===== src/hdl/cae_pkg.sv =====
package cae_pkg;

    // Register index field covers up to this many architectural registers
    localparam int REG_SLOTS = 16;

    localparam logic [31:0] MEMORY_BASE_RESET = 32'h0000_0100;

    // Instruction kinds
    localparam logic [3:0] KIND_ADD    = 4'd0;
    localparam logic [3:0] KIND_SUB    = 4'd1;
    localparam logic [3:0] KIND_AND    = 4'd2;
    localparam logic [3:0] KIND_ORR    = 4'd3;
    localparam logic [3:0] KIND_EOR    = 4'd4;
    localparam logic [3:0] KIND_MOV    = 4'd5;
    localparam logic [3:0] KIND_MVN    = 4'd6;
    localparam logic [3:0] KIND_CMP    = 4'd7;
    localparam logic [3:0] KIND_LDR    = 4'd8;
    localparam logic [3:0] KIND_STR    = 4'd9;
    localparam logic [3:0] KIND_LSL    = 4'd10;
    localparam logic [3:0] KIND_LSR    = 4'd11;
    localparam logic [3:0] KIND_BRANCH = 4'd12;

    // Condition codes
    localparam logic [2:0] COND_AL = 3'd0;
    localparam logic [2:0] COND_EQ = 3'd1;
    localparam logic [2:0] COND_NE = 3'd2;
    localparam logic [2:0] COND_GT = 3'd3;
    localparam logic [2:0] COND_GE = 3'd4;
    localparam logic [2:0] COND_LT = 3'd5;
    localparam logic [2:0] COND_LE = 3'd6;

    typedef struct packed {
        logic [3:0]  kind;
        logic [2:0]  cond;
        logic        set_flags;
        logic [3:0]  dest_reg;
        logic [3:0]  first_reg;
        logic        use_immediate;
        logic [3:0]  second_reg;
        logic [31:0] immediate;
    } cae_in_t;

    typedef struct packed {
        logic        executed;
        logic [31:0] result_value;
        logic        flag_n;
        logic        flag_z;
        logic        flag_c;
        logic        flag_v;
        logic        branch_taken;
        logic        address_error;
    } cae_out_t;

    typedef struct packed {
        logic n;
        logic z;
        logic c;
        logic v;
    } flags_t;

    // Control produced by the execute logic for one instruction
    typedef struct packed {
        logic executed;
        logic reg_we;
        logic load;
        logic store;
        logic taken;
        logic aerr;
    } exec_ctl_t;

endpackage


===== src/hdl/cae_req_if.sv =====
interface cae_req_if;
    import cae_pkg::*;

    logic    valid;
    logic    ready;
    cae_in_t payload;

    modport source (output valid, output payload, input ready);
    modport sink   (input valid, input payload, output ready);
endinterface


===== src/hdl/cae_rsp_if.sv =====
interface cae_rsp_if;
    import cae_pkg::*;

    logic     valid;
    logic     ready;
    cae_out_t payload;

    modport source (output valid, output payload, input ready);
    modport sink   (input valid, input payload, output ready);
endinterface


===== src/hdl/conditional_alu_execute_unit.sv =====
// Conditional ALU execute unit with NZCV flags.
// req carries one decoded instruction per beat; rsp returns exactly one
// result beat per instruction, in order. cfg_wr_en/cfg_wr_data write the
// memory base address; write it only while no instruction is in flight.
// Each accepted beat is registered, then executed in one pass against the
// register file, flags and data memory, and its result is registered.
// Accepted beats pass the input register and then the result register.
// Throughput: one instruction per cycle unless rsp stalls or memory clears;
// results reach the next instruction without bubbles (load data is bypassed
// from the memory read register while the register file write completes).
// Load results come from the data RAM's registered read port; a load's
// result_value is taken from that port while the beat waits on rsp.
// Reset: registers and flags clear at once, memory base goes to 0x100,
// and the data memory is cleared by a pass over every word during
// which req.ready stays low.
// When rsp stalls the result beat holds; one more beat may be accepted
// into the input register, then req.ready drops until rsp moves.
module conditional_alu_execute_unit #(
    parameter int MEM_WORDS = 8,
    parameter int NUM_REGS  = 12
) (
    input  logic        clk,
    input  logic        rst_n,
    input  logic        cfg_wr_en,
    input  logic [31:0] cfg_wr_data,
    cae_req_if.sink     req,
    cae_rsp_if.source   rsp
);
    import cae_pkg::*;

    localparam int               IDX_W    = (MEM_WORDS > 1) ? $clog2(MEM_WORDS) : 1;
    localparam logic [IDX_W-1:0] LAST_IDX = IDX_W'(MEM_WORDS - 1);

    // Input register
    logic        s1_valid_reg;
    cae_in_t     s1_data_reg;
    // Result register
    logic        o_valid_reg;
    logic        o_load_reg;
    cae_out_t    o_data_reg;
    cae_out_t    rsp_payload;
    // Architectural state
    logic [31:0] regs_reg [NUM_REGS];
    flags_t      flags_reg;
    logic [31:0] base_reg;
    // Load writeback pending for one cycle
    logic        lw_pend_reg;
    logic [3:0]  lw_rd_reg;
    // Memory clearing pass
    logic             clearing_reg;
    logic [IDX_W-1:0] clear_cnt_reg;

    logic [31:0]      rf_view [REG_SLOTS];
    logic             advance;
    exec_ctl_t        ctl;
    logic [31:0]      alu_value;
    flags_t           alu_flags;
    logic [IDX_W-1:0] mem_idx;
    logic             ram_we;
    logic             ram_re;
    logic [IDX_W-1:0] ram_addr;
    logic [31:0]      ram_wdata;
    logic [31:0]      ram_rdata;

    // Handshake
    assign advance   = s1_valid_reg && (!o_valid_reg || rsp.ready);
    assign req.ready = !clearing_reg && (!s1_valid_reg || advance);

    // Register read view with load bypass; missing registers read zero
    for (genvar i = 0; i < REG_SLOTS; i++)
    begin : g_view
        if (i < NUM_REGS)
        begin : g_live
            assign rf_view[i] = (lw_pend_reg && (lw_rd_reg == 4'(i))) ? ram_rdata
                                                                        : regs_reg[i];
        end
        else
        begin : g_none
            assign rf_view[i] = '0;
        end
    end

    cae_alu #(
        .MEM_WORDS (MEM_WORDS)
    ) u_alu (
        .instr      (s1_data_reg),
        .op_a       (rf_view[s1_data_reg.first_reg]),
        .op_m       (rf_view[s1_data_reg.second_reg]),
        .op_d       (rf_view[s1_data_reg.dest_reg]),
        .flags      (flags_reg),
        .mem_base   (base_reg),
        .ctl        (ctl),
        .value      (alu_value),
        .flags_next (alu_flags),
        .mem_idx    (mem_idx)
    );

    // Data memory port: clearing pass, store or load
    assign ram_we    = clearing_reg || (advance && ctl.store);
    assign ram_re    = advance && ctl.load;
    assign ram_addr  = clearing_reg ? clear_cnt_reg : mem_idx;
    assign ram_wdata = clearing_reg ? 32'd0 : alu_value;

    cae_ram #(
        .WIDTH (32),
        .DEPTH (MEM_WORDS)
    ) u_dmem (
        .clk   (clk),
        .we    (ram_we),
        .re    (ram_re),
        .addr  (ram_addr),
        .wdata (ram_wdata),
        .rdata (ram_rdata)
    );

    // Clearing pass after reset
    always_ff @(posedge clk or negedge rst_n)
    begin
        if (!rst_n)
        begin
            clearing_reg  <= 1'b1;
            clear_cnt_reg <= '0;
        end
        else if (clearing_reg)
        begin
            clear_cnt_reg <= clear_cnt_reg + 1'b1;
            if (clear_cnt_reg == LAST_IDX)
            begin
                clearing_reg <= 1'b0;
            end
        end
    end

    // Configuration register
    always_ff @(posedge clk or negedge rst_n)
    begin
        if (!rst_n)
        begin
            base_reg <= MEMORY_BASE_RESET;
        end
        else if (cfg_wr_en)
        begin
            base_reg <= cfg_wr_data;
        end
    end

    // Input register
    always_ff @(posedge clk or negedge rst_n)
    begin
        if (!rst_n)
        begin
            s1_valid_reg <= 1'b0;
        end
        else if (req.ready)
        begin
            s1_valid_reg <= req.valid;
        end
    end

    always_ff @(posedge clk)
    begin
        if (req.valid && req.ready)
        begin
            s1_data_reg <= req.payload;
        end
    end

    // Register file, flags and load writeback; execute write wins over load
    always_ff @(posedge clk or negedge rst_n)
    begin
        if (!rst_n)
        begin
            for (int i = 0; i < NUM_REGS; i++)
            begin
                regs_reg[i] <= '0;
            end
            flags_reg   <= '0;
            lw_pend_reg <= 1'b0;
            lw_rd_reg   <= '0;
        end
        else
        begin
            for (int i = 0; i < NUM_REGS; i++)
            begin
                if (advance && ctl.reg_we && (s1_data_reg.dest_reg == 4'(i)))
                begin
                    regs_reg[i] <= alu_value;
                end
                else if (lw_pend_reg && (lw_rd_reg == 4'(i)))
                begin
                    regs_reg[i] <= ram_rdata;
                end
            end
            if (advance)
            begin
                flags_reg <= alu_flags;
            end
            lw_pend_reg <= advance && ctl.load;
            lw_rd_reg   <= s1_data_reg.dest_reg;
        end
    end

    // Result register
    always_ff @(posedge clk or negedge rst_n)
    begin
        if (!rst_n)
        begin
            o_valid_reg <= 1'b0;
        end
        else if (advance)
        begin
            o_valid_reg <= 1'b1;
        end
        else if (rsp.ready)
        begin
            o_valid_reg <= 1'b0;
        end
    end

    always_ff @(posedge clk)
    begin
        if (advance)
        begin
            o_load_reg                <= ctl.load;
            o_data_reg.executed       <= ctl.executed;
            o_data_reg.result_value   <= alu_value;
            o_data_reg.flag_n         <= alu_flags.n;
            o_data_reg.flag_z         <= alu_flags.z;
            o_data_reg.flag_c         <= alu_flags.c;
            o_data_reg.flag_v         <= alu_flags.v;
            o_data_reg.branch_taken   <= ctl.taken;
            o_data_reg.address_error  <= ctl.aerr;
        end
    end

    // Loaded word comes from the RAM read register, held until the next read
    always_comb
    begin
        rsp_payload = o_data_reg;
        if (o_load_reg)
        begin
            rsp_payload.result_value = ram_rdata;
        end
    end

    assign rsp.valid   = o_valid_reg;
    assign rsp.payload = rsp_payload;

`ifndef ASSERT_OFF
    // No instruction enters while the memory is being cleared
    a_no_item_while_clearing: assert property (@(posedge clk) disable iff (!rst_n)
        clearing_reg |-> !s1_valid_reg && !o_valid_reg)
        else $error("instruction in flight during memory clearing");

    // A pending load writeback always follows an executed load
    a_load_wb_follows_exec: assert property (@(posedge clk) disable iff (!rst_n)
        lw_pend_reg |-> $past(advance) && o_valid_reg && o_load_reg)
        else $error("load writeback without a preceding load");

    // Address errors never report as executed
    a_aerr_not_executed: assert property (@(posedge clk) disable iff (!rst_n)
        rsp.valid && rsp.payload.address_error |-> !rsp.payload.executed)
        else $error("address error reported as executed");

    // A taken branch is always an executed item with a zero result
    a_branch_result: assert property (@(posedge clk) disable iff (!rst_n)
        rsp.valid && rsp.payload.branch_taken
            |-> rsp.payload.executed && (rsp.payload.result_value == 32'd0))
        else $error("taken branch with bad result fields");
`endif
endmodule


===== src/hdl/cae_ram.sv =====
module cae_ram #(
    parameter int WIDTH = 32,
    parameter int DEPTH = 8
) (
    input  logic                                   clk,
    input  logic                                   we,
    input  logic                                   re,
    input  logic [(DEPTH > 1 ? $clog2(DEPTH) : 1)-1:0] addr,
    input  logic [WIDTH-1:0]                       wdata,
    output logic [WIDTH-1:0]                       rdata
);
    logic [WIDTH-1:0] mem [DEPTH];
    logic [WIDTH-1:0] rdata_reg;

    // Single port: write, or registered read that holds until the next read
    always_ff @(posedge clk)
    begin
        if (we)
        begin
            mem[addr] <= wdata;
        end
        if (re)
        begin
            rdata_reg <= mem[addr];
        end
    end

    assign rdata = rdata_reg;
endmodule


===== src/hdl/cae_alu.sv =====
module cae_alu #(
    parameter int MEM_WORDS = 8
) (
    input  cae_pkg::cae_in_t   instr,
    input  logic [31:0]        op_a,
    input  logic [31:0]        op_m,
    input  logic [31:0]        op_d,
    input  cae_pkg::flags_t    flags,
    input  logic [31:0]        mem_base,
    output cae_pkg::exec_ctl_t ctl,
    output logic [31:0]        value,
    output cae_pkg::flags_t    flags_next,
    output logic [(MEM_WORDS > 1 ? $clog2(MEM_WORDS) : 1)-1:0] mem_idx
);
    import cae_pkg::*;

    localparam int          IDX_W     = (MEM_WORDS > 1) ? $clog2(MEM_WORDS) : 1;
    localparam logic [31:0] MEM_BYTES = 32'(4 * MEM_WORDS);

    logic        cond_ok;
    logic [31:0] b;
    logic [31:0] sub_a;
    logic [32:0] sum;
    logic [32:0] diff;
    logic [32:0] addr_off;
    logic        in_range;
    logic        shift_big;
    logic [31:0] logic_r;
    flags_t      sub_flags;

    assign b = instr.use_immediate ? instr.immediate : op_m;

    // Condition check against the current flags
    always_comb
    begin
        unique case (instr.cond)
            COND_AL: cond_ok = 1'b1;
            COND_EQ: cond_ok = flags.z;
            COND_NE: cond_ok = !flags.z;
            COND_GT: cond_ok = !flags.z && (flags.n == flags.v);
            COND_GE: cond_ok = (flags.n == flags.v);
            COND_LT: cond_ok = (flags.n != flags.v);
            COND_LE: cond_ok = flags.z || (flags.n != flags.v);
            default: cond_ok = 1'b0;
        endcase
    end

    // Adder, and subtractor shared by SUB and CMP; CMP subtracts from the dest register
    assign sum   = {1'b0, op_a} + {1'b0, b};
    assign sub_a = (instr.kind == KIND_CMP) ? op_d : op_a;
    assign diff  = {1'b0, sub_a} - {1'b0, b};

    assign sub_flags.n = diff[31];
    assign sub_flags.z = (diff[31:0] == 32'd0);
    assign sub_flags.c = !diff[32];
    assign sub_flags.v = ((sub_a[31] ^ b[31]) & (sub_a[31] ^ diff[31]));

    // Load/store address check relative to the memory base
    assign addr_off = {1'b0, b} - {1'b0, mem_base};
    assign in_range = !addr_off[32] && (addr_off[31:0] < MEM_BYTES);
    assign mem_idx  = addr_off[IDX_W+1:2];

    assign shift_big = |instr.immediate[31:5];

    always_comb
    begin
        unique case (instr.kind)
            KIND_AND: logic_r = op_a & b;
            KIND_ORR: logic_r = op_a | b;
            default:  logic_r = op_a ^ b;
        endcase
    end

    // Per-kind effect
    always_comb
    begin
        ctl        = '0;
        value      = '0;
        flags_next = flags;
        if (cond_ok)
        begin
            unique case (instr.kind)
                KIND_ADD:
                begin
                    ctl.executed = 1'b1;
                    ctl.reg_we   = 1'b1;
                    value        = sum[31:0];
                    if (instr.set_flags)
                    begin
                        flags_next.n = sum[31];
                        flags_next.z = (sum[31:0] == 32'd0);
                        flags_next.c = sum[32];
                        flags_next.v = ~(op_a[31] ^ b[31]) & (op_a[31] ^ sum[31]);
                    end
                end
                KIND_SUB:
                begin
                    ctl.executed = 1'b1;
                    ctl.reg_we   = 1'b1;
                    value        = diff[31:0];
                    if (instr.set_flags)
                    begin
                        flags_next = sub_flags;
                    end
                end
                KIND_AND, KIND_ORR, KIND_EOR:
                begin
                    ctl.executed = 1'b1;
                    ctl.reg_we   = 1'b1;
                    value        = logic_r;
                    if (instr.set_flags)
                    begin
                        flags_next.n = logic_r[31];
                        flags_next.z = (logic_r == 32'd0);
                    end
                end
                KIND_MOV:
                begin
                    ctl.executed = 1'b1;
                    ctl.reg_we   = 1'b1;
                    value        = b;
                end
                KIND_MVN:
                begin
                    ctl.executed = 1'b1;
                    ctl.reg_we   = 1'b1;
                    value        = ~b;
                end
                KIND_CMP:
                begin
                    ctl.executed = 1'b1;
                    flags_next   = sub_flags;
                end
                KIND_LDR:
                begin
                    if (in_range)
                    begin
                        ctl.executed = 1'b1;
                        ctl.load     = 1'b1;
                    end
                    else
                    begin
                        ctl.aerr = 1'b1;
                    end
                end
                KIND_STR:
                begin
                    if (in_range)
                    begin
                        ctl.executed = 1'b1;
                        ctl.store    = 1'b1;
                        value        = op_d;
                    end
                    else
                    begin
                        ctl.aerr = 1'b1;
                    end
                end
                KIND_LSL:
                begin
                    ctl.executed = 1'b1;
                    ctl.reg_we   = 1'b1;
                    value        = shift_big ? 32'd0 : (op_a << instr.immediate[4:0]);
                end
                KIND_LSR:
                begin
                    ctl.executed = 1'b1;
                    ctl.reg_we   = 1'b1;
                    value        = shift_big ? 32'd0 : (op_a >> instr.immediate[4:0]);
                end
                KIND_BRANCH:
                begin
                    ctl.executed = 1'b1;
                    ctl.taken    = 1'b1;
                end
                default:
                begin
                    ctl.executed = 1'b0;
                end
            endcase
        end
    end
endmodule

===== src/flat_wrapper.sv =====
// flat-port wrapper written by rule: the top's interface ports become plain ports
module conditional_alu_execute_unit_flat import cae_pkg::*;
#(
    parameter int MEM_WORDS = 8,
    parameter int NUM_REGS  = 12
)
  (clk, rst_n, cfg_wr_en, cfg_wr_data, req_valid, req_payload, req_ready, rsp_valid, rsp_payload, rsp_ready);
  cae_req_if req_i ();
  cae_rsp_if rsp_i ();
  input  logic clk;
  input  logic rst_n;
  input  logic cfg_wr_en;
  input  logic [31:0] cfg_wr_data;
  input wire logic [$bits(req_i.valid)-1:0] req_valid;
  input wire logic [$bits(req_i.payload)-1:0] req_payload;
  output wire logic [$bits(req_i.ready)-1:0] req_ready;
  output wire logic [$bits(rsp_i.valid)-1:0] rsp_valid;
  output wire logic [$bits(rsp_i.payload)-1:0] rsp_payload;
  input wire logic [$bits(rsp_i.ready)-1:0] rsp_ready;
  assign req_i.valid = req_valid;
  assign req_i.payload = req_payload;
  assign req_ready = req_i.ready;
  assign rsp_valid = rsp_i.valid;
  assign rsp_payload = rsp_i.payload;
  assign rsp_i.ready = rsp_ready;
  conditional_alu_execute_unit #(.MEM_WORDS(MEM_WORDS), .NUM_REGS(NUM_REGS)) u_core (.clk(clk), .rst_n(rst_n), .cfg_wr_en(cfg_wr_en), .cfg_wr_data(cfg_wr_data), .req(req_i), .rsp(rsp_i));
endmodule

===== config.mk =====
export PLATFORM = sky130hd
export DESIGN_NAME = conditional_alu_execute_unit_flat
export DESIGN_NICKNAME = d
export VERILOG_FILES = /design/src/hdl/cae_pkg.sv /design/src/hdl/cae_req_if.sv /design/src/hdl/cae_rsp_if.sv /design/src/hdl/conditional_alu_execute_unit.sv /design/src/hdl/cae_ram.sv /design/src/hdl/cae_alu.sv /design/src/flat_wrapper.sv
export SDC_FILE = /design/constraint.sdc
export NUM_CORES = 2
export LEC_CHECK = 0
export BUFFER_PORTS_ARGS = -buffer_cell sky130_fd_sc_hd__buf_2
export CORE_MARGIN = 5
export CORE_UTILIZATION = 35
export DETAILED_ROUTE_END_ITERATION = 12
export HOLD_SLACK_MARGIN = 0.02
export PLACE_DENSITY_LB_ADDON = 0.25
export SYNTH_ARGS = -nofsm -noshare
export SYNTH_HDL_FRONTEND = slang
export SYNTH_SLANG_ARGS = --single-unit

===== constraint.sdc =====
create_clock -name clk -period 20.8 [get_ports clk]
set_clock_uncertainty 0.1 [all_clocks]
set_input_delay 3.12 -clock clk [delete_from_list [all_inputs] [get_ports clk]]
set_output_delay 3.12 -clock clk [all_outputs]
set_load 0.01 [all_outputs]

==> results_dict.tcl <==
set metrics [dict create \
    num_io_pins 131 \
    ant_nets 0 \
    arrival_ns 11.10 \
    fin_crit_ns 10.78 \
    finalHoldViolCount 0 \
    slew_viol_final 0 \
    dr.pass1.iters 7 \
    hold_depth 1 \
    top_usage_layer "met2" \
    start_util_pct 35.29 \
    p_int_w 0.003833 \
    drtIter0Drc 8831 \
    die_area_sq_um 179400 \
    period_share_pct 51.83 \
    yosys.area.top_type "edfxtp_1" \
    status "finished clean" \
    cts_num_sinks 812 \
    peakVddDrop_mv 0.06492 \
    vias_per_cell 6.795 \
    syn_nets 6531 \
    placed_area_sq_um 63360 \
    antenna_found_initial 19 \
    cts_inserted_buffers 94 \
    postCtsHoldBufs 0 \
    fillCellCount 16730 \
    die_w_microns 423.6 \
    vias 58160 \
    hp-start "u_core.s1_valid_reg" \
    worstPathRequired_ns 21.12 \
    tritoncts "done" \
    track_usage_pct 34.41 \
    yosysTopAreaCellShare_pct 19.11 \
    cts.repair_timing.setup_buffer_count 0 \
    final_util_pct 39.33 \
    die_y_microns 423.6 \
    tns_ns 0 \
    yosys_warnings 0 \
    maxSlewHeadroom_pct 4.816 \
    yosysSeqAreaShare_pct 37.13 \
    clk_latency_ns 0.78 \
    hold-path-endpoint "u_core.rsp.valid" \
    grt_first_pass_wirelength_microns 441400 \
    powerDensity_nw_per_um2 97.49 \
    cp_max_fo 36 \
    place.gp.congestion 1.067 \
    place.detailed.hpwl_microns 229100 \
    tightest_slew_ns 1.388 \
    portBuffers 130 \
    drive_above_1_share_pct 14.80 \
    fmax_ghz 0.09276 \
    r2r_end "u_core.u_dmem.mem[2][24]" \
    synth_area_leaders "edfxtp_1 19%, dfrtp_1 18%, mux2i_1 13%" \
    hp-class "register to register" \
    synthArstFlopShare_pct 53.08 \
    finish.instance_area_sq_um 66730 \
    startpoint_type "register" \
    largest_reg_flops 384 \
    synthesis.area_sq_um 59870 \
    clk_pin_slew_ns 0.06 \
    rr_worst_depth 28 \
    cap_violations 0 \
    clockPowerShare_pct 27.7 \
    slowest_delay_ns 0.83 \
    rrSetupSlack_ns 10.02 \
    num-nets-final 6464 \
    grt_start_max_net_pins 136 \
    cts_resized 0 \
    area_delta_synth_final_pct 11.46 \
    synth.avg_cell_area_sq_um 9.488 \
    combPwrFrac_pct 40.0 \
    use_met1_pct 42.61 \
    wl_per_cell_microns 37.60 \
    use_met2_pct 49.14 \
    rows 151 \
    p_sw_w 0.002672 \
    clockBufferDepth 3 \
    ys_types 103 \
    swShare_pct 41.07 \
    crit_type "register to register" \
    seqPwrFrac_pct 32.3 \
    r2r_start "u_core.s1_data_reg[33]" \
    synth_edf_count 381 \
    cpMostUsedCell "buf_4" \
    cts_root_buf "clkbuf_16" \
    endpoint_kind "register" \
    rsz0062_at_grt "no" \
    fp.coreArea_sq_um 169700 \
    synthCells 6310 \
    synth-main-ff-cell "dfrtp_1" \
    synth_seq_cells 812 \
    p_leak_nw 27.35 \
    overflow 0 \
    power.total_w 0.006505 \
    htree_levels 3 \
    setup_viol 0 \
    drt_wl_total_microns 321800 \
    met3_usage_pct 11.55 \
    grt_pass1_vias 54400 \
    worst_path_max_delay_cell "nor3_2" \
    route.detailed.drc 0 \
]
per-layer routing:
layer	routed length [microns]	vias up	part of all wire [%]
met2	131600	4313	41
met3	39450	1191	12
li1	-	23870	-
met4	31240	16	9.7
met1	119500	28770	37
met5	100	-	0.031
cells in the mapped netlist (16+ instances only):
| library cell | instances |
|---|---|
| a21o_1 | 93 |
| nor2b_1 | 29 |
| o21a_1 | 72 |
| buf_6 | 17 |
| a211o_1 | 16 |
| o221ai_1 | 21 |
| nand3_1 | 79 |
| a211oi_1 | 59 |
| o211ai_1 | 93 |
| a22oi_1 | 68 |
| inv_1 | 139 |
| a31oi_1 | 40 |
| nand2_1 | 439 |
| buf_2 | 66 |
| o22ai_1 | 248 |
| mux4_2 | 161 |
| xnor2_1 | 49 |
| and2_1 | 23 |
| o311ai_0 | 44 |
| o21ai_0 | 339 |
| nand2b_1 | 42 |
| edfxtp_1 | 381 |
| ha_1 | 129 |
| mux2i_1 | 749 |
| a21oi_1 | 378 |
| and3_1 | 41 |
| nor2_1 | 688 |
| dfrtp_1 | 429 |
| buf_4 | 29 |
| o22a_1 | 66 |
| xor2_1 | 27 |
| nor3_1 | 166 |
| o31ai_1 | 39 |
| mux2_2 | 88 |
| or3_1 | 48 |
| a221o_1 | 21 |
| nand4_1 | 42 |
| clkbuf_1 | 391 |
| nor4_1 | 30 |
| buf_1 | 72 |
| a221oi_1 | 79 |
power by group through the flow:
stage	Sequential [W]	Clock [W]	Combinational, W
after global routing	0.00211	0.00189	0.00272
after detailed placement	0.00211	0	0.00248
after CTS	0.00209	0.00182	0.00249
final	0.00210	0.00180	0.00260
after global placement	0.00212	0	0.00248
after floorplan	0.00204	0	0.00156
logic make-up (layout without fill, tap and decap cells):
family / count (synthesis) / count (layout) / share of synthesized area (%)
buffers and inverters: 726 / 739 / 5.085
xor gates and xnor gates: 76 / 76 / 1.112
muxes: 998 / 998 / 20.23
AOI/OAI and AO/OA: 1873 / 1873 / 20.96
DFF: 812 / 812 / 37.13
and+or+nand+nor: 1694 / 1694 / 12.72
adders and majority gates: 131 / 131 / 2.763
other: 0 / 18 / 0
worst max-delay path by stage:
stage,start,endpoint,slack [ns],cells past startpoint
2_1_floorplan,u_core.lw_rd_reg[2],u_core.u_dmem.rdata[0],10.71,28
3_3_place_gp,u_core.s1_data_reg[33],u_core.u_dmem.mem[2][21],10.37,28
3_5_place_dp,u_core.s1_data_reg[33],u_core.u_dmem.mem[2][17],10.25,28
4_1_cts,u_core.s1_data_reg[33],u_core.u_dmem.mem[2][17],10.24,28
5_1_grt,u_core.s1_data_reg[33],u_core.u_dmem.mem[2][21],9.71,28
6_report,u_core.s1_data_reg[33],u_core.u_dmem.mem[2][24],10.02,28
metrics by stage:
stage               worst slack (ns)  std cells  hold slack, ns
floorplan                      10.71       6310          0.2529
global placement               10.37       8364          0.3898
detailed placement             10.25       8364          0.4083
CTS                            10.24       8540          0.4176
global route                   9.706       8542          0.4313
finish                         10.02       8559          0.4184
cells in the final DEF, fill, tap and decap left out, types with 71 or more instances in the layout:
cell       count
a21oi_1      364
o21ai_0      333
a221oi_1      77
inv_1        134
o211ai_1      93
edfxtp_1     381
a21o_1        93
ha_1         129
nor2_1       684
nand2_1      435
o22ai_1      248
clkbuf_16     94
mux2_2        88
o21a_1        71
buf_2        129
mux2i_1      747
nand3_1       76
mux4_2       161
buf_4        277
dfrtp_1      429
nor3_1       156
cell type report:
class | instances | area (sq um) | share of cell area [%]
Multi-Input combinational cell | 4772 | 34970 | 52.41
Tap cell | 2218 | 2775 | 4.159
Timing Repair Buffer | 412 | 2835 | 4.249
Sequential cell | 812 | 22230 | 33.31
Clock buffer | 121 | 2534 | 3.797
Clock inverter | 55 | 765.7 | 1.148
Antenna cell | 18 | 45.04 | 0.06750
Inverter | 151 | 569.3 | 0.8532
critical path, delay by kind of cell (launching register included):
kind	cells	cell delay, ns
buffers and inverters	7	2.99
adder cells (fa/ha/maj)	1	0.50
flip-flops	1	0.37
XOR/XNOR	1	0.16
AND/OR/NAND/NOR	4	1.86
AO/OA/AOI/OAI	15	4.37
(Power assumes the default switching activity.)
